File: src/hdl/nearest_palette_color_search_assert.svh
// ----------------------------------------------------------------------------
// nearest palette color search assertion macros
// concurrent checks on clk_i, disabled while rst_ni is low
// ----------------------------------------------------------------------------
`ifndef NEAREST_PALETTE_COLOR_SEARCH_ASSERT_SVH
`define NEAREST_PALETTE_COLOR_SEARCH_ASSERT_SVH

`ifndef NO_ASSERTIONS

// consequent must hold in the same cycle as the antecedent
`define NPCS_ASSERT_SAME(lbl, ante, cons) \
  lbl: assert property (@(posedge clk_i) disable iff (!rst_ni) (ante) |-> (cons)) \
    else $error("nearest_palette_color_search: check failed");

// consequent must hold in the cycle after the antecedent
`define NPCS_ASSERT_NEXT(lbl, ante, cons) \
  lbl: assert property (@(posedge clk_i) disable iff (!rst_ni) (ante) |=> (cons)) \
    else $error("nearest_palette_color_search: check failed");

`else

`define NPCS_ASSERT_SAME(lbl, ante, cons)
`define NPCS_ASSERT_NEXT(lbl, ante, cons)

`endif

`endif

File: src/hdl/npcs_pkg.sv
// ----------------------------------------------------------------------------
// npcs_pkg
// shared types, constants and the microcode program of the palette search
// ----------------------------------------------------------------------------
`default_nettype none

package npcs_pkg;

  localparam int INDEX_W = 8;
  localparam int COLOR_W = 8;
  localparam int ENTRY_W = 3 * COLOR_W;
  localparam int SQ_W    = 2 * COLOR_W;
  localparam int DIST_W  = 21;
  localparam int CFG_W   = 9;
  localparam int TDATA_W = 32;

  localparam logic [CFG_W-1:0] CFG_SIZE_RESET = 9'd256;

  // func codes carried in s_axis_tuser
  localparam logic FUNC_WRITE = 1'b0;
  localparam logic FUNC_QUERY = 1'b1;

  // microcode step addresses
  typedef logic [2:0] step_t;
  localparam step_t ST_IDLE  = 3'd0;
  localparam step_t ST_DISP  = 3'd1;
  localparam step_t ST_CHECK = 3'd2;
  localparam step_t ST_SCAN  = 3'd3;
  localparam step_t ST_DRAIN = 3'd4;
  localparam step_t ST_RES_Q = 3'd5;
  localparam step_t ST_WRITE = 3'd6;
  localparam step_t ST_EMPTY = 3'd7;

  typedef enum logic [2:0] {
    C_ALWAYS    = 3'd0,
    C_NO_ITEM   = 3'd1,
    C_IS_WRITE  = 3'd2,
    C_IS_EMPTY  = 3'd3,
    C_SCAN_MORE = 3'd4,
    C_PIPE_BUSY = 3'd5
  } cond_e;

  typedef enum logic [1:0] {
    RK_WRITE = 2'd0,
    RK_EMPTY = 2'd1,
    RK_QUERY = 2'd2
  } res_kind_e;

  typedef struct packed {
    logic      in_ready;
    logic      wait_out;
    logic      mem_wr;
    logic      cnt_load;
    logic      rd_issue;
    logic      best_clr;
    logic      out_load;
    res_kind_e out_kind;
    cond_e     cond;
    step_t     target;
  } ucode_t;

  // status seen by the sequencer
  typedef struct packed {
    logic item_valid;
    logic is_write;
    logic is_empty;
    logic cnt_nonzero;
    logic zero_found;
    logic pipe_busy;
    logic out_busy;
  } seq_stat_t;

  // strobes driven by the sequencer
  typedef struct packed {
    logic      in_ready;
    logic      mem_wr;
    logic      cnt_load;
    logic      rd_issue;
    logic      best_clr;
    logic      out_load;
    res_kind_e out_kind;
  } seq_ctl_t;

  // status of the distance datapath
  typedef struct packed {
    logic busy;
    logic zero_found;
    logic best_vld;
  } dist_stat_t;

  // control store: taken jump goes to target, otherwise next step
  function automatic ucode_t ucode_rom(input step_t step);
    ucode_t uc;
    uc = '0;
    case (step)
      ST_IDLE: begin
        uc.in_ready = 1'b1;
        uc.cond     = C_NO_ITEM;
        uc.target   = ST_IDLE;
      end
      ST_DISP: begin
        uc.cond   = C_IS_WRITE;
        uc.target = ST_WRITE;
      end
      ST_CHECK: begin
        uc.cnt_load = 1'b1;
        uc.best_clr = 1'b1;
        uc.cond     = C_IS_EMPTY;
        uc.target   = ST_EMPTY;
      end
      ST_SCAN: begin
        uc.rd_issue = 1'b1;
        uc.cond     = C_SCAN_MORE;
        uc.target   = ST_SCAN;
      end
      ST_DRAIN: begin
        uc.cond   = C_PIPE_BUSY;
        uc.target = ST_DRAIN;
      end
      ST_RES_Q: begin
        uc.wait_out = 1'b1;
        uc.out_load = 1'b1;
        uc.out_kind = RK_QUERY;
        uc.cond     = C_ALWAYS;
        uc.target   = ST_IDLE;
      end
      ST_WRITE: begin
        uc.wait_out = 1'b1;
        uc.mem_wr   = 1'b1;
        uc.out_load = 1'b1;
        uc.out_kind = RK_WRITE;
        uc.cond     = C_ALWAYS;
        uc.target   = ST_IDLE;
      end
      ST_EMPTY: begin
        uc.wait_out = 1'b1;
        uc.out_load = 1'b1;
        uc.out_kind = RK_EMPTY;
        uc.cond     = C_ALWAYS;
        uc.target   = ST_IDLE;
      end
      default: begin
        uc.cond   = C_ALWAYS;
        uc.target = ST_IDLE;
      end
    endcase
    return uc;
  endfunction

endpackage

`default_nettype wire

File: src/hdl/npcs_seq.sv
// ----------------------------------------------------------------------------
// npcs_seq
// microcode sequencer: step counter, control store and conditional jumps
// ----------------------------------------------------------------------------
`default_nettype none

module npcs_seq
  import npcs_pkg::*;
(
  input  wire logic      clk_i,
  input  wire logic      rst_ni,
  input  wire seq_stat_t stat_i,
  output seq_ctl_t       ctl_o
);

  step_t  step_q, step_d;
  ucode_t uc;
  logic   stall;
  logic   take;

  assign uc    = ucode_rom(step_q);
  // result steps hold while the output register is still occupied
  assign stall = uc.wait_out && stat_i.out_busy;

  always_comb begin
    case (uc.cond)
      C_ALWAYS:    take = 1'b1;
      C_NO_ITEM:   take = !stat_i.item_valid;
      C_IS_WRITE:  take = stat_i.is_write;
      C_IS_EMPTY:  take = stat_i.is_empty;
      C_SCAN_MORE: take = stat_i.cnt_nonzero && !stat_i.zero_found;
      C_PIPE_BUSY: take = stat_i.pipe_busy;
      default:     take = 1'b1;
    endcase
  end

  always_comb begin
    if (stall) begin
      step_d = step_q;
    end else if (take) begin
      step_d = uc.target;
    end else begin
      step_d = step_q + step_t'(1);
    end
  end

  always_ff @(posedge clk_i or negedge rst_ni) begin
    if (!rst_ni) begin
      step_q <= ST_IDLE;
    end else begin
      step_q <= step_d;
    end
  end

  assign ctl_o.in_ready = uc.in_ready;
  assign ctl_o.mem_wr   = uc.mem_wr && !stall;
  assign ctl_o.cnt_load = uc.cnt_load;
  assign ctl_o.rd_issue = uc.rd_issue;
  assign ctl_o.best_clr = uc.best_clr;
  assign ctl_o.out_load = uc.out_load && !stall;
  assign ctl_o.out_kind = uc.out_kind;

endmodule

`default_nettype wire

File: config.mk
export PLATFORM = sky130hd
export DESIGN_NAME = npcs_seq
export DESIGN_NICKNAME = d
export VERILOG_FILES = /design/src/hdl/nearest_palette_color_search_assert.svh /design/src/hdl/npcs_pkg.sv /design/src/hdl/npcs_seq.sv
export SDC_FILE = /design/constraint.sdc
export NUM_CORES = 1
export LEC_CHECK = 0
export ABC_AREA = 1
export BUFFER_PORTS_ARGS = -buffer_cell sky130_fd_sc_hd__clkbuf_2
export CAP_MARGIN = 30
export CORE_AREA = 2 2 39 41
export DETAILED_ROUTE_END_ITERATION = 8
export DIE_AREA = 0 0 41 43
export SYNTH_ARGS = -nofsm -noshare
export SYNTH_HDL_FRONTEND = slang
export SYNTH_SLANG_ARGS = --single-unit
File: constraint.sdc
create_clock -name clk_i -period 5.5 [get_ports clk_i]
set_clock_uncertainty 0.15 [all_clocks]
set_input_delay 0.55 -clock clk_i [delete_from_list [all_inputs] [get_ports clk_i]]
set_output_delay 0.55 -clock clk_i [all_outputs]
set_load 0.005 [all_outputs]
==> qor.csv, run 1 <==
metric,value,unit
rsz0062_at_grt,no,
grt_max_degree,11,
wl,989,um
cp_cell_sequence,"ha_1, ha_1, nand3b_4, nand2_1, inv_1, clkbuf_2",
setup_ws,3309,ps
numCtsBuffers,3,
route.detailed.drc,0,
final_area,618.1,sq um
pin_count,17,
start_util,0.3617,
hold_class,register to register,
fin_total_pwr,381.2,uW
syn_area,500.5,sq um
die_height,43,um
cts_hold_buf,1,
std_cell_rows,14,
r2r_slack,3600,ps
synthCells,73,
postRouteAntennaNets,0,
ys_ff_latch,3,
h-tree-depth,1,
arrival,1490,ps
fin_crit,2191,ps
cp-endpoint,ctl_o[2],
num_vias,484,
top_register,step_q,
cpMostUsedCell,ha_1,
clk_latency,230,ps
grt_pass1_wl,1552,um
setup_viol,0,
r2r_cells,11,
core_area,0.001384,sq mm
syn_nets,89,
grt_use_total,0.1260,
yosys.area.top_type,ha_1,
final.setup.tns,0,ps
yosysSeqAreaShare,0.1500,
vias_per_cell,4.481,
max_stage_delay,400,ps
root_buffer,clkbuf_4,
diodes,0,
portBuffers,16,
pre_cts_slack,3540,ps
startpoint,step_q[0],
gp_congestion,0.7247,
period_share,0.3983,
syn2layout_area_growth,23.50,%
reg_top3,step_q (3),
crit_path_start_kind,register,
drv_cap,0,
cp_slowest_cell,dfrtp_1,
drive_above_1_share,0.3370,
nets,109,
hpwl,826.2,um
crit_path_end_kind,primary output,
first_pass_iters,2,
largest_register_ffs,3,
critical_path.top_delay_family,adder cells,
grt_pass1_vias,420,
slew_viol_final,0,
status,"complete, no violations",
cts_resized,0,
first_iter_violations,2,
leakage,0.0004070,uW
yosysTopAreaCellShare,0.1750,
postCtsSetupRepairBufs,0,
fmax,456.4,MHz
placed_cell_area,581.8,sq um
wl_per_cell,9.157,um
reg2reg_from,step_q[0],
max-slew-margin-rel,0.6730,
cellPowerDensity,616.8,mW/mm^2
vdd_drop_max,0.0002822,V
cts_tree,built,
crit_cells,6,
worstMarginPinSlew,490.5,ps
die_w,41,um
synth_area_leaders,"ha_1 (18%), nand2_1 (16%), dfrtp_1 (15%)",
clock_tree.buffer_depth,2,
critPathBufInv,2,
avgSynthCellArea,6.856,sq um
r2r_end,step_q[0],
crit_type,register to primary output,
path_max_fanout,5,
die_area,0.001763,sq mm
cts.sinks,3,
finalHoldViolCount,0,
ys_warn_count,0,
clk_pin_slew,30,ps
cp.required,4800,ps
grt_overflow,0,
antenna_found_initial,0,
yosys.cell_types.count,19,
[worst reg2reg max path: stages, from the launching register on]
cell      delay [ps]
dfrtp_1          400
ha_1             290
ha_1             210
nand3b_4         170
nor2_4           100
nand2_1           90
nand3_2          110
nand2_1           70
nand2_1           60
nand2_1           50
nand2_1           50
nand2_1           50
[logic make-up after synthesis]
logic type,share of synthesized area
simple gates,0.5275
fa+ha+maj,0.1750
flops,0.1500
buf+inv,0.1375
compound gates,0.009990
[final cells by class]
| type | count | area (sq um) |
|---|---|---|
| sequential | 3 | 75.07 |
| fill | 154 | 765.7 |
| clock buffer | 4 | 26.28 |
| timing repair buffer | 17 | 90.09 |
| multi-input combinational | 56 | 356.6 |
| inverter | 12 | 50.05 |
| tap | 16 | 20.02 |
[layout by cell type, fill, tap and decap left out, drive strengths merged, types with 3 or more instances in the layout]
| cell type | instances |
|---|---|
| nand2 | 26 |
| inv | 12 |
| dfrtp | 3 |
| nand3b | 4 |
| nand3 | 7 |
| clkbuf | 20 |
| nor2 | 9 |
| ha | 7 |
[where the power goes]
group | leakage, uW | internal [uW] | total (uW) | switching, uW
Clock | 0.0000150 | 27.1 | 37.5 | 10.4
Sequential | 0.0000366 | 35.6 | 56.6 | 21.1
Combinational | 0.000355 | 116 | 287 | 171
Total | 0.000407 | 179 | 381 | 202
[stage by stage]
| step | cells | hold WS, ps | util |
|---|---|---|---|
| finish | 108 | 379.6 | 0.4467 |
| detailed placement | 103 | 196.2 | 0.4204 |
| global placement | 103 | 198.6 | 0.4204 |
| floorplan | 73 | 104.4 | - |
| CTS | 108 | 389.8 | 0.4467 |
| global route | 108 | 403.0 | 0.4467 |
[how the worst min path moves through the flow]
stage | cells after the start | startpoint | endpoint
after floorplan | 0 | rst_ni | step_q[0]
after global placement | 1 | rst_ni | step_q[1]
after detailed placement | 1 | rst_ni | step_q[1]
after CTS | 2 | step_q[1] | step_q[1]
after global routing | 2 | step_q[1] | step_q[1]
final | 2 | step_q[1] | step_q[1]
[synth_stat cells, drive strengths merged]
master  number
nand2       26
dfrtp        3
o21ai        1
nand3b       4
buf          2
nand3        7
nand4        1
inv         12
ha           7
or2          1
nor2         9
[routing by layer]
layer,GRT usage,wire length [um],up-vias
li1,-,-,263
met3,0,27,0
met1,0.1368,425,213
met5,0,0,-
met4,0.06000,0,0
met2,0.2313,537,8
Note: power is estimated with default switching activity, not from simulation.
==> run 2, diff against run 1 <==
--- a/config.mk
+++ b/config.mk
@@ -11,6 +11,7 @@
 export CORE_AREA = 2 2 39 41
 export DETAILED_ROUTE_END_ITERATION = 8
 export DIE_AREA = 0 0 41 43
+export PLACE_DENSITY = 0.65
 export SYNTH_ARGS = -nofsm -noshare
 export SYNTH_HDL_FRONTEND = slang
 export SYNTH_SLANG_ARGS = --single-unit
==> constraint.sdc (replaced) <==
create_clock -name clk_i -period 1.75 [get_ports clk_i]
set_clock_uncertainty 0.15 [all_clocks]
set_input_delay 0.175 -clock clk_i [delete_from_list [all_inputs] [get_ports clk_i]]
set_output_delay 0.175 -clock clk_i [all_outputs]
set_load 0.005 [all_outputs]
==> run 2 against run 1 <==
Effect of this change: final cell count rose by 9.3%; register-to-register slack lost 3600 ps; sequential share of layout area shrank 1.8 points; worst hold slack worse by 250 ps; critical endpoint unchanged; first-iteration DRC count grew to 3.0 times the previous value; design area rose by 21%; combinational power rose to 4.2 times the previous value; the flow now finishes with violations (negative setup slack); via count is 9.5% higher; power rose to 3.9 times the previous value; wire length is 15% higher; die area did not move; largest cell class unchanged.
==> qor.csv, run 2 (same netlist as run 1, synthesis figures left out) <==
metric,value,unit,change
die_area,0.001763,sq mm,unchanged
fin_crit,1801,ps,
cpMostUsedCell,ha_4,,was ha_1
nets,119,,was 109
met2_length,625,um,was 537 um
portBuffers,16,,unchanged
clock_tree.buffer_depth,2,,unchanged
numCtsBuffers,3,,unchanged
wl_met1,459,um,was 425 um
worstMarginPinSlew,338.1,ps,was 490.5 ps
max-slew-margin-rel,0.7746,,was 0.6730
max_stage_delay,450,ps,was 400 ps
setup_viol,4,,was 0
root_buffer,clkbuf_4,,unchanged
grt_overflow,0,,unchanged
wl,1133,um,was 989 um
hold_class,primary input to async pin,,was register to register
critical_path.top_delay_family,flip-flops,,was adder cells
die_height,43,um,unchanged
arrival,1480,ps,was 1490 ps
h-tree-depth,1,,unchanged
first_pass_iters,3,,was 2
pre_cts_slack,-122.8,ps,was 3540 ps
grt_pass1_wl,1745,um,was 1552 um
std_cell_rows,14,,unchanged
cp_slowest_cell,dfrtp_2,,was dfrtp_1
first_iter_violations,6,,was 2
drv_cap,0,,unchanged
crit_path_start_kind,register,,unchanged
gp_congestion,0.7411,,was 0.7247
clk_latency,230,ps,about the same
met3_wirelength,32,um,was 27 um
diodes,0,,unchanged
cp.required,1420,ps,was 4800 ps
finalHoldViolCount,0,,unchanged
grt_pass1_vias,484,,was 420
mostFrequentLayoutCells,"nand2_1 (19), clkbuf_2 (16), inv_1 (10), buf_4 (9)",,"was nand2_1 (21), clkbuf_2 (16), inv_1 (11), nor2_1 (7), ha_1 (7)"
slew_viol_final,0,,unchanged
top_register,step_q,,unchanged
vdd_drop_max,0.001003,V,was 0.0002822 V
syn2layout_area_growth,49.25,%,was 23.50%
status,"complete, but fails checks",,"was complete, no violations"
hpwl,884.9,um,was 826.2 um
grt_max_degree,7,,was 11
final_common_cell,nand2_1,,unchanged
num_vias,530,,was 484
pin_count,17,,unchanged
top_layer_used,met4,,was met3
regArea,77.57,sq um,was 75.07 sq um
crit_path_end_kind,primary output,,unchanged
largest_register_ffs,3,,unchanged
violations,negative setup slack,,
period_share,1.029,,
cp_cell_sequence,"ha_4, ha_4, nand3b_4, buf_6, nand2_2, inv_1, clkbuf_2",,"was ha_1, ha_1, nand3b_4, nand2_1, inv_1, clkbuf_2"
clk_pin_slew,30,ps,about the same
vias_per_cell,4.492,,was 4.481
postRouteAntennaNets,0,,unchanged
placed_cell_area,641.9,sq um,was 581.8 sq um
reg_top3,step_q (3),,unchanged
multiInputGateArea,404.1,sq um,was 356.6 sq um
grt_use_total,0.1400,,was 0.1260
leakage,0.0004523,uW,was 0.0004070 uW
cts_tree,built,,unchanged
critPathBufInv,3,,was 2
die_w,41,um,unchanged
core_area,0.001384,sq mm,unchanged
final_area,747.0,sq um,was 618.1 sq um
path_max_fanout,4,,was 5
rsz0062_at_grt,yes,,was no
wl_per_cell,9.602,um,was 9.157 um
cellPowerDensity,2013,mW/mm^2,was 616.8 mW/mm^2
fin_util,0.5398,,was 0.4467
start_util,0.3617,,unchanged
route.detailed.drc,0,,unchanged
whs,133.5,ps,was 379.6 ps
antenna_found_initial,0,,unchanged
fmax,555.3,MHz,
drive_above_1_share,0.5000,,was 0.3370
setup_ws,-50.78,ps,was 3309 ps
r2r_slack,-20,ps,was 3600 ps
cts.sinks,3,,unchanged
crit_type,register to primary output,,unchanged
nFillCells,130,,was 154
[run 2: metrics by stage]
| stage | power, uW | TNS, ps | instances |
|---|---|---|---|
| 6_report | 1504 | -108.3 | 118 |
| 5_1_grt | 1665 | -548.9 | 118 |
| 4_1_cts | 1446 | -60.47 | 117 |
| 3_5_place_dp | 1230 | -245.9 | 111 |
| 3_3_place_gp | 1212 | -100.5 | 111 |
| 2_1_floorplan | 913.7 | 0 | 73 |
[run 2: final cells by class]
class	instances	area share
clock buffer	4	0.03518
inverter	12	0.06700
tap	16	0.02680
timing repair buffer	27	0.2261
sequential	3	0.1039
multi-input combinational	56	0.5410
[run 2: repair_timing]
action / in CTS / in global routing
gates resized for setup: 12 / 2
pin swaps: 3 / 2
setup buffers: 1 / 1
setup endpoints to repair: 5 / 5
hold buffers: 1 / 0
hold endpoints to repair: 3 / 0
[run 2: worst paths after layout]
check                       endpoint       from  depth (start not counted)
max                         ctl_o[2]  step_q[1]                          7
min                        step_q[1]     rst_ni                          2
max reg2reg                step_q[0]  step_q[1]                          9
min reg2reg                step_q[0]  step_q[0]                          2
max in group asynchronous  step_q[0]     rst_ni                          2
min in group clk_i         step_q[2]  stat_i[0]                          4
[run 2: metal layers]
metal	up-vias	GRT usage
met3	2	0
met1	234	0.1623
met4	0	0.06000
met2	12	0.2500
li1	282	-
met5	-	0
[run 2: report_power, final]
part           switching, uW  internal (uW)  total [uW]
clock                   31.3           85.1         116
sequential              74.7            117         191
combinational            636            560        1200
