## src/hdl/nearest_palette_color_search_assert.svh

```systemverilog
// ----------------------------------------------------------------------------
// nearest palette color search assertion macros
// concurrent checks on clk_i, disabled while rst_ni is low
// ----------------------------------------------------------------------------
`ifndef NEAREST_PALETTE_COLOR_SEARCH_ASSERT_SVH
`define NEAREST_PALETTE_COLOR_SEARCH_ASSERT_SVH

`ifndef NO_ASSERTIONS

// consequent must hold in the same cycle as the antecedent
`define NPCS_ASSERT_SAME(lbl, ante, cons) \
  lbl: assert property (@(posedge clk_i) disable iff (!rst_ni) (ante) |-> (cons)) \
    else $error("nearest_palette_color_search: check failed");

// consequent must hold in the cycle after the antecedent
`define NPCS_ASSERT_NEXT(lbl, ante, cons) \
  lbl: assert property (@(posedge clk_i) disable iff (!rst_ni) (ante) |=> (cons)) \
    else $error("nearest_palette_color_search: check failed");

`else

`define NPCS_ASSERT_SAME(lbl, ante, cons)
`define NPCS_ASSERT_NEXT(lbl, ante, cons)

`endif

`endif

```

## src/hdl/npcs_pkg.sv

```systemverilog
// ----------------------------------------------------------------------------
// npcs_pkg
// shared types, constants and the microcode program of the palette search
// ----------------------------------------------------------------------------
`default_nettype none

package npcs_pkg;

  localparam int INDEX_W = 8;
  localparam int COLOR_W = 8;
  localparam int ENTRY_W = 3 * COLOR_W;
  localparam int SQ_W    = 2 * COLOR_W;
  localparam int DIST_W  = 21;
  localparam int CFG_W   = 9;
  localparam int TDATA_W = 32;

  localparam logic [CFG_W-1:0] CFG_SIZE_RESET = 9'd256;

  // func codes carried in s_axis_tuser
  localparam logic FUNC_WRITE = 1'b0;
  localparam logic FUNC_QUERY = 1'b1;

  // microcode step addresses
  typedef logic [2:0] step_t;
  localparam step_t ST_IDLE  = 3'd0;
  localparam step_t ST_DISP  = 3'd1;
  localparam step_t ST_CHECK = 3'd2;
  localparam step_t ST_SCAN  = 3'd3;
  localparam step_t ST_DRAIN = 3'd4;
  localparam step_t ST_RES_Q = 3'd5;
  localparam step_t ST_WRITE = 3'd6;
  localparam step_t ST_EMPTY = 3'd7;

  typedef enum logic [2:0] {
    C_ALWAYS    = 3'd0,
    C_NO_ITEM   = 3'd1,
    C_IS_WRITE  = 3'd2,
    C_IS_EMPTY  = 3'd3,
    C_SCAN_MORE = 3'd4,
    C_PIPE_BUSY = 3'd5
  } cond_e;

  typedef enum logic [1:0] {
    RK_WRITE = 2'd0,
    RK_EMPTY = 2'd1,
    RK_QUERY = 2'd2
  } res_kind_e;

  typedef struct packed {
    logic      in_ready;
    logic      wait_out;
    logic      mem_wr;
    logic      cnt_load;
    logic      rd_issue;
    logic      best_clr;
    logic      out_load;
    res_kind_e out_kind;
    cond_e     cond;
    step_t     target;
  } ucode_t;

  // status seen by the sequencer
  typedef struct packed {
    logic item_valid;
    logic is_write;
    logic is_empty;
    logic cnt_nonzero;
    logic zero_found;
    logic pipe_busy;
    logic out_busy;
  } seq_stat_t;

  // strobes driven by the sequencer
  typedef struct packed {
    logic      in_ready;
    logic      mem_wr;
    logic      cnt_load;
    logic      rd_issue;
    logic      best_clr;
    logic      out_load;
    res_kind_e out_kind;
  } seq_ctl_t;

  // status of the distance datapath
  typedef struct packed {
    logic busy;
    logic zero_found;
    logic best_vld;
  } dist_stat_t;

  // control store: taken jump goes to target, otherwise next step
  function automatic ucode_t ucode_rom(input step_t step);
    ucode_t uc;
    uc = '0;
    case (step)
      ST_IDLE: begin
        uc.in_ready = 1'b1;
        uc.cond     = C_NO_ITEM;
        uc.target   = ST_IDLE;
      end
      ST_DISP: begin
        uc.cond   = C_IS_WRITE;
        uc.target = ST_WRITE;
      end
      ST_CHECK: begin
        uc.cnt_load = 1'b1;
        uc.best_clr = 1'b1;
        uc.cond     = C_IS_EMPTY;
        uc.target   = ST_EMPTY;
      end
      ST_SCAN: begin
        uc.rd_issue = 1'b1;
        uc.cond     = C_SCAN_MORE;
        uc.target   = ST_SCAN;
      end
      ST_DRAIN: begin
        uc.cond   = C_PIPE_BUSY;
        uc.target = ST_DRAIN;
      end
      ST_RES_Q: begin
        uc.wait_out = 1'b1;
        uc.out_load = 1'b1;
        uc.out_kind = RK_QUERY;
        uc.cond     = C_ALWAYS;
        uc.target   = ST_IDLE;
      end
      ST_WRITE: begin
        uc.wait_out = 1'b1;
        uc.mem_wr   = 1'b1;
        uc.out_load = 1'b1;
        uc.out_kind = RK_WRITE;
        uc.cond     = C_ALWAYS;
        uc.target   = ST_IDLE;
      end
      ST_EMPTY: begin
        uc.wait_out = 1'b1;
        uc.out_load = 1'b1;
        uc.out_kind = RK_EMPTY;
        uc.cond     = C_ALWAYS;
        uc.target   = ST_IDLE;
      end
      default: begin
        uc.cond   = C_ALWAYS;
        uc.target = ST_IDLE;
      end
    endcase
    return uc;
  endfunction

endpackage

`default_nettype wire

```

## src/hdl/npcs_dist.sv

```systemverilog
// ----------------------------------------------------------------------------
// npcs_dist
// weighted rgb distance pipeline with running best entry
// ----------------------------------------------------------------------------
`default_nettype none

module npcs_dist
  import npcs_pkg::*;
#(
  parameter int AW = 8
) (
  input  wire logic               clk_i,
  input  wire logic               rst_ni,
  input  wire logic               clr_i,
  input  wire logic               rd_vld_i,
  input  wire logic [AW-1:0]      rd_idx_i,
  input  wire logic [ENTRY_W-1:0] rdata_i,
  input  wire logic [COLOR_W-1:0] qry_red_i,
  input  wire logic [COLOR_W-1:0] qry_green_i,
  input  wire logic [COLOR_W-1:0] qry_blue_i,
  output logic      [AW-1:0]      best_idx_o,
  output logic      [DIST_W-1:0]  best_dist_o,
  output dist_stat_t              stat_o
);

  function automatic logic [COLOR_W-1:0] abs_diff(input logic [COLOR_W-1:0] a,
                                                  input logic [COLOR_W-1:0] b);
    return (a > b) ? (a - b) : (b - a);
  endfunction

  // stage 1: ram data lines up with the index read in the cycle before
  logic              s1_vld_q;
  logic [AW-1:0]     s1_idx_q;
  logic [COLOR_W-1:0] dr, dg, db;
  logic [SQ_W-1:0]   sq_r_d, sq_g_d, sq_b_d;

  // stage 2: squares registered
  logic              s2_vld_q;
  logic [AW-1:0]     s2_idx_q;
  logic [SQ_W-1:0]   sq_r_q, sq_g_q, sq_b_q;
  logic [DIST_W-1:0] dist_w;
  logic              upd;

  logic              best_vld_q;
  logic [AW-1:0]     best_idx_q;
  logic [DIST_W-1:0] best_dist_q;

  assign dr = abs_diff(qry_red_i,   rdata_i[3*COLOR_W-1:2*COLOR_W]);
  assign dg = abs_diff(qry_green_i, rdata_i[2*COLOR_W-1:COLOR_W]);
  assign db = abs_diff(qry_blue_i,  rdata_i[COLOR_W-1:0]);

  assign sq_r_d = SQ_W'(dr) * SQ_W'(dr);
  assign sq_g_d = SQ_W'(dg) * SQ_W'(dg);
  assign sq_b_d = SQ_W'(db) * SQ_W'(db);

  // 11*r + 16*g + 5*b as shifts and adds
  assign dist_w = (DIST_W'(sq_r_q) << 3) + (DIST_W'(sq_r_q) << 1) + DIST_W'(sq_r_q)
                + (DIST_W'(sq_g_q) << 4)
                + (DIST_W'(sq_b_q) << 2) + DIST_W'(sq_b_q);

  // strictly smaller wins, so on a tie the earlier (higher) index stays
  assign upd = s2_vld_q && (!best_vld_q || (dist_w < best_dist_q));

  always_ff @(posedge clk_i or negedge rst_ni) begin
    if (!rst_ni) begin
      s1_vld_q   <= 1'b0;
      s2_vld_q   <= 1'b0;
      best_vld_q <= 1'b0;
    end else begin
      s1_vld_q <= rd_vld_i;
      s2_vld_q <= s1_vld_q;
      if (clr_i) begin
        best_vld_q <= 1'b0;
      end else if (upd) begin
        best_vld_q <= 1'b1;
      end
    end
  end

  always_ff @(posedge clk_i) begin
    s1_idx_q <= rd_idx_i;
    s2_idx_q <= s1_idx_q;
    sq_r_q   <= sq_r_d;
    sq_g_q   <= sq_g_d;
    sq_b_q   <= sq_b_d;
    if (upd) begin
      best_idx_q  <= s2_idx_q;
      best_dist_q <= dist_w;
    end
  end

  assign best_idx_o        = best_idx_q;
  assign best_dist_o       = best_dist_q;
  assign stat_o.busy       = s1_vld_q || s2_vld_q;
  assign stat_o.zero_found = best_vld_q && (best_dist_q == '0);
  assign stat_o.best_vld   = best_vld_q;

endmodule

`default_nettype wire

```

## config.mk

```make
export PLATFORM = sky130hd
export DESIGN_NAME = npcs_dist
export DESIGN_NICKNAME = d
export VERILOG_FILES = /design/src/hdl/nearest_palette_color_search_assert.svh /design/src/hdl/npcs_pkg.sv /design/src/hdl/npcs_dist.sv
export SDC_FILE = /design/constraint.sdc
export NUM_CORES = 1
export LEC_CHECK = 0
export ABC_AREA = 1
export BUFFER_PORTS_ARGS = -buffer_cell sky130_fd_sc_hd__buf_2
export CORE_MARGIN = 2
export CORE_UTILIZATION = 63
export DETAILED_ROUTE_END_ITERATION = 10
export PLACE_DENSITY = 0.93
export SETUP_SLACK_MARGIN = 0.4
export SLEW_MARGIN = 0
export SYNTH_ARGS = -nofsm -noshare
export SYNTH_HDL_FRONTEND = slang
export SYNTH_SLANG_ARGS = --single-unit
```

## constraint.sdc

```tcl
create_clock -name clk_i -period 7.8 [get_ports clk_i]
set_input_delay 1.56 -clock clk_i [delete_from_list [all_inputs] [get_ports clk_i]]
set_output_delay 1.56 -clock clk_i [all_outputs]
set_load 0.1 [all_outputs]
```

==> impl_summary.txt, run 1 <==
----------------------------------------------------
[Yosys]
  Cell count after synthesis ... 1643
  Main synth FF type ... dfxtp_1
  Portion of netlist area occupied by mux cells ... 0%
  Post-Synth XOR/XNOR Area ... 4.23%
  Share of synthesized cell area in and, or, nand and nor gates ... 20.1%
  Share of synthesized cell area in full adder, half adder and majority cells ... between 30% and 40%
  Number of flops mapped to enable cells by yosys ... 29
  Synth cell types ... 39
  Cell area after technology mapping ... 12800 um2
  Average cell area after synthesis ... roughly 8 um2
  Dominant combinational cell family by area after synthesis ... adder cells
  Warnings from Yosys ... 0
  Compound-cell area share of the yosys netlist ... under 10%
  Asr flop ratio synth ... about 3.2%
  Syn_nets ... about 2000
  Register area share after synthesis ... 16.9%
  Synthesis-stage register bit count ... between 90 and 100

[Routing]
  Met2 wirelength from detailed routing ... 14.0 mm
  Initial DRC Count ... around 600
  Highest metal layer with signal wires ... met4
  Total detailed-routing wirelength ... about 27 mm
  Detailed-router iteration count before antenna repair ... 6
  ANT nets after route ... 0
  Post-detailed-route DRC marker count ... 0
  Total number of vias ... 10500
  Routed wire length on met3 ... ~1.3 mm
  Post-DR vias/cell ... roughly 5.2
  Average wire length per cell after detail routing ... 13.4 um
  Wl on met1 ... approximately 11 mm

[Worst hold path]
  Hold Crit Class ... reg -> reg

[Finish]
  Post-synthesis to final-layout area growth ... 8.10%
  Fill cell total of the finished layout ... ~1500
  Leading cell types in the layout, fill and taps excluded ... 420 x inv_1, 320 x nand2_1, 186 x ha_1
  Layout cell share with drive strength beyond 1 ... 10.2%
  Area of the multi-input gates ... roughly 9000 um2
  Area of all sequential standard cells ... between 2000 and 2500 um2
  Final #Nets ... between 2000 and 2500
  Most common cell after layout, fill and taps aside ... inv_1
  N_diodes ... 0

[Clock tree]
  CTS root buf ... clkbuf_16
  Clock latency on the worst-skew pair ... about 0.35 ns
  Number of H-tree levels ... 3
  TritonCTS buffer count ... 9
  Setup repair bufs after CTS ... 0
  Clock tree from TritonCTS ... yes
  Hold buffer count at cts ... 0
  Clock transition at path regs ... 0.07 ns
  Sinks on the clock net ... slightly above 90
  Number of gates given a new drive strength after cts ... 0
  Longest Clk Path Bufs ... 2

[Floorplanning]
  Core outline area ... 20100 um2
  Cell Rows ... 52
  DIE AREA ... 21500 um2
  I/O pins ... 92
  Floorplan die width ... between 100 and 150 um
  Starting density of the core ... a little under two thirds
  Die H ... roughly 150 um

[Flow run]
  Total of max-cap violations ... 0

[GRT]
  Largest net degree at the start of global routing ... 30
  Number of global-route vias before repair ... ~11000
  Wire length of the first global-routing pass ... 47.0 mm
  Total congestion overflow after global routing ... 0
  Number of antenna violations at the first check in global routing ... 0
  Total Routing Usage GR ... between 20% and 30%

[Timing]
  Worst clock skew ... approximately 0.0058 ns
  Final setup viols ... 0
  Tcrit/Tclk final ... 86.4%
  Slew Viols, Final ... 0
  Setup repair after global routing missed its margin ... false
  Shortest period the worst path allows ... 6.74 ns
  Hold violation count in the final report ... 0
  Highest clock rate ... roughly 150 MHz
  Setup TNS Final ... 0 ns

[Setup path]
  Worst-path fanout max ... 10
  Data arrival time of the critical path ... between 6 and 7 ns
  Nature of the critical path startpoint ... primary input
  Data required time of the worst path ... 8.05 ns
  Crit Path Class ... in -> reg
  Endpoint kind of the worst setup timing path ... flop

[Run status]
  Result of the run ... completed

[Place]
  Count of input and output buffers ... 91
  Final estimated routing congestion in global placement ... around 0.93
  Estimated wirelength of the detail-placed design ... roughly 23 mm

----------------------------------------------------
-- registers in the layout, summed over array words and instances (netlist names), 8 cells and up --
register	count
sq_b_q	15
s2_idx_q	8
sq_r_q	15
best_dist_o	21
sq_g_q	15
s1_idx_q	8
best_idx_o	8
-- Yosys cell counts (18+ instances only) --
library cell,n,area (um2)
nand3_1,69,345
xor2_1,37,324
inv_1,420,1580
o21ai_0,27,135
nand4_1,18,113
ha_1,186,2330
fa_1,135,2700
nand2_1,320,1200
nor2_1,106,398
edfxtp_1,29,871
dfxtp_1,61,1220
a21oi_1,75,375
xnor2_1,25,219
nand2_2,21,131
-- per-stage QoR --
stage | cell area, um2 | setup slack [ns] | hold slack [ns] | std cells | utilization (%)
after floorplan | 12800 | 1.39 | 0.310 | 1643 | -
after global placement | 13600 | 1.10 | 0.310 | 1994 | 67.5
after detailed placement | 13600 | 0.760 | 0.312 | 1994 | 67.5
after CTS | 13900 | 1.11 | 0.329 | 2010 | 69.0
after global routing | 13900 | 0.665 | 0.335 | 2010 | 69.0
final | 13900 | 1.06 | 0.329 | 2010 | 69.0
-- final timing paths --
check / startpoint / to / slack [ns] / cells after the start
setup / recovery: qry_red_i[0] / sq_r_q[13] / 1.06 / 28
hold / removal: s1_idx_q[1] / s2_idx_q[1] / 0.33 / 0
setup reg to reg: sq_r_q[0] / best_dist_o[5] / 2.13 / 21
hold reg to reg: s1_idx_q[1] / s2_idx_q[1] / 0.33 / 0
max in group asynchronous: rst_ni / best_vld_q / 6.69 / 1
min in group asynchronous: rst_ni / s2_vld_q / 0.99 / 1
-- kinds of logic after synthesis --
family,count (synthesis)
and+or+nand+nor,578
buffers and inverters,445
adders and majority gates,321
AOI/OAI and AO/OA,143
DFF,93
xor gates and xnor gates,62
other,1
-- per-layer routing --
metal  vias up  global-route usage [%]
met3        73                    3.01
met4         0                    8.54
met5         -                       0
met2       323                    48.7
met1      4937                    31.9
li1       5182                       -
-- cell type report --
class                      instances  share of cell area, %
inverter                         434                   11.8
sequential                        93                   15.6
clock inverter                     7                  0.532
clock buffer                       9                   1.62
timing repair buffer              92                   3.34
tap                              270                   2.44
multi-input combinational       1105                   64.6
-- worst max-delay path: stages --
cell,delay (ns)
buf_2,0.10
inv_1,0.05
ha_1,0.13
inv_1,0.05
fa_1,0.42
nand3_1,0.11
nand3_1,0.11
nand2_1,0.10
nand2_2,0.07
nand2_4,0.12
nand2_1,0.09
o21ai_2,0.10
inv_1,0.17
nor2_1,0.23
fa_1,0.47
fa_1,0.56
inv_1,0.06
fa_1,0.50
fa_1,0.54
inv_1,0.04
ha_1,0.35
a21oi_1,0.19
a21boi_0,0.37
o21ai_0,0.21
nand2_1,0.13
nand2_1,0.06
nand2_1,0.06
nand2_1,0.05
Power of run 1 is left out: the tool's default activity adds up to more than one toggle a clock period on the data nets, which glitch-free logic cannot reach.
==> inputs of run 2 (changes only) <==
Settings changed: CORE_ASPECT_RATIO set to 1.25, SKIP_CTS_REPAIR_TIMING set to 1.
==> impl_summary.txt, run 2 (synthesis results as in run 1) <==
----------------------------------------------------
[GRT]
  Largest net degree at the start of global routing ... 30 (unchanged)
  Wire length of the first global-routing pass ... 46.2 mm (was 47.0 mm)
  Number of antenna violations at the first check in global routing ... 0 (unchanged)
  Number of global-route vias before repair ... 10900 (was 10700)
  Total congestion overflow after global routing ... 0 (unchanged)
  Total Routing Usage GR ... 25.8% (was 26.3%)

[Worst hold path]
  Hold Crit Class ... reg -> reg (unchanged)
  Cell count of the worst hold path ... 0 (unchanged)
  Startpoint of the tightest hold check path ... s1_idx_q[4] (was s1_idx_q[1])
  Worst hold endpoint ... s2_idx_q[4] (was s2_idx_q[1])

[Routing]
  Total detailed-routing wirelength ... 26.5 mm (was 27.0 mm)
  ANT nets after route ... 0 (unchanged)
  Initial DRC Count ... 525 (was 610)
  Post-detailed-route DRC marker count ... 0 (unchanged)
  Post-DR vias/cell ... 5.22 (was 5.23)
  Total number of vias ... 10500 (about the same)
  Average wire length per cell after detail routing ... 13.2 um (was 13.4 um)
  Detailed-router iteration count before antenna repair ... 7 (was 6)

[Place]
  Worst slack at placement ... 0.897 ns (was 0.760 ns)
  Count of input and output buffers ... 91 (unchanged)
  Final estimated routing congestion in global placement ... 0.920 (was 0.929)
  Instance area at placement ... 13600 um2 (unchanged)
  Estimated wirelength of the detail-placed design ... 22.5 mm (was 22.6 mm)

[Clock tree]
  Clock latency on the worst-skew pair ... 0.35 ns (about the same)
  CTS root buf ... clkbuf_16 (unchanged)
  Clock tree from TritonCTS ... yes (unchanged)
  Clock transition at path regs ... 0.07 ns (about the same)
  Number of H-tree levels ... 3 (unchanged)
  TritonCTS buffer count ... 9 (unchanged)
  Sinks on the clock net ... 93 (unchanged)
  Longest Clk Path Bufs ... 2 (unchanged)

[Finish]
  Flip-flop count of the largest register after layout ... 21 (unchanged)
  N_diodes ... 0 (unchanged)
  Post-synthesis to final-layout area growth ... 8.12% (was 8.10%)
  Final design area excluding fillers ... 13900 um2 (about the same)
  Final #Nets ... 2116 (unchanged)
  Layout cell share with drive strength beyond 1 ... 10.2% (unchanged)
  Leading cell types in the layout, fill and taps excluded ... 420 x inv_1, 320 x nand2_1, 186 x ha_1 (unchanged)
  Area of the multi-input gates ... 8960 um2 (unchanged)
  Fill cell total of the finished layout ... 1526 (was 1511)
  Area of all sequential standard cells ... 2170 um2 (unchanged)
  Most common cell after layout, fill and taps aside ... inv_1 (unchanged)

[Timing]
  Setup repair after global routing missed its margin ... false (unchanged)
  Worst clock skew ... 0.00677 ns (was 0.00581 ns)
  Slew Viols, Final ... 0 (unchanged)
  Post-layout worst setup margin ... 1.24 ns (was 1.06 ns)
  Shortest period the worst path allows ... 6.56 ns (was 6.74 ns)
  Hold violation count in the final report ... 0 (unchanged)
  Worst-case hold slack ... 0.330 ns (was 0.329 ns)
  Setup TNS Final ... 0 ns (unchanged)
  Final setup viols ... 0 (unchanged)
  Highest clock rate ... 152 MHz (was 148 MHz)
  Tcrit/Tclk final ... 84.2% (was 86.4%)

[Setup path]
  Worst reg2reg setup slack ... 2.26 ns (was 2.13 ns)
  Number of buffers and inverters on the critical path ... 8 (was 6)
  Library cell contributing the largest single delay on the critical path ... fa_1 (unchanged)
  Source of the worst register-to-register timing path ... sq_r_q[0] (unchanged)
  Kind of cell adding the most delay to the critical path ... adder cells (unchanged)
  Nature of the critical path startpoint ... primary input (unchanged)
  Data arrival time of the critical path ... 6.81 ns (was 6.99 ns)
  Crit Path Class ... in -> reg (unchanged)
  WP depth ... 30 (was 28)
  Cell repeated most along the worst path ... nand2_1 (unchanged)
  Reg2reg end ... best_dist_o[10] (was best_dist_o[5])
  Data required time of the worst path ... 8.05 ns (about the same)
  R2R depth ... 21 (unchanged)
  Worst-path fanout max ... 10 (unchanged)
  Slowest stage delay, CP ... 0.56 ns (about the same)
  Endpoint kind of the worst setup timing path ... flop (unchanged)

[Floorplanning]
  Core outline area ... 20000 um2 (was 20100 um2)
  Starting density of the core ... 64.1% (was 63.8%)
  Cell Rows ... 58 (was 52)
  Die H ... 164 um (was 147 um)
  DIE AREA ... 21500 um2 (about the same)
  I/O pins ... 92 (unchanged)
  Floorplan die width ... 132 um (was 147 um)

[Run status]
  Result of the run ... completed (unchanged)

[Flow run]
  Total of max-cap violations ... 0 (unchanged)

----------------------------------------------------
==> run 2: cell count changes in the layout (fill, tap and decap cells not counted) <==
cell      change
inv_4         -1
clkinv_4      +1
==> run 2: stage by stage <==
stage,std cells,utilization [%]
4_1_cts,2010,69.3
3_3_place_gp,1994,67.8
3_5_place_dp,1994,67.8
5_1_grt,2010,69.3
6_report,2010,69.3
2_1_floorplan,1643,-
==> run 2: metal layers <==
layer	GRT usage, %	routed length, um	vias to the layer above
met5	0	0	-
met1	28.0	10500	4951
met3	2.17	892	69
met4	10.9	1030	0
li1	-	-	5185
met2	51.1	14200	286
==> run 2: area by class of cell <==
type	count	area share [%]
well taps	270	2.44
multi-input cells	1105	64.6
clock inverters	7	0.550
flip-flops and latches	93	15.6
inverters	434	11.8
clock buffers	9	1.62
repair buffers	92	3.34
==> run 2: how the worst max path moves through the flow <==
stage	startpoint	slack, ns	endpoint
after detailed placement	qry_blue_i[0]	0.90	sq_b_q[13]
after global routing	qry_blue_i[0]	0.80	sq_b_q[12]
after global placement	qry_red_i[0]	1.09	sq_r_q[13]
after CTS	qry_red_i[0]	1.25	sq_r_q[12]
final	qry_blue_i[0]	1.24	sq_b_q[13]
after floorplan	qry_red_i[0]	1.39	sq_r_q[13]
Power of run 2 is left out for the same reason.
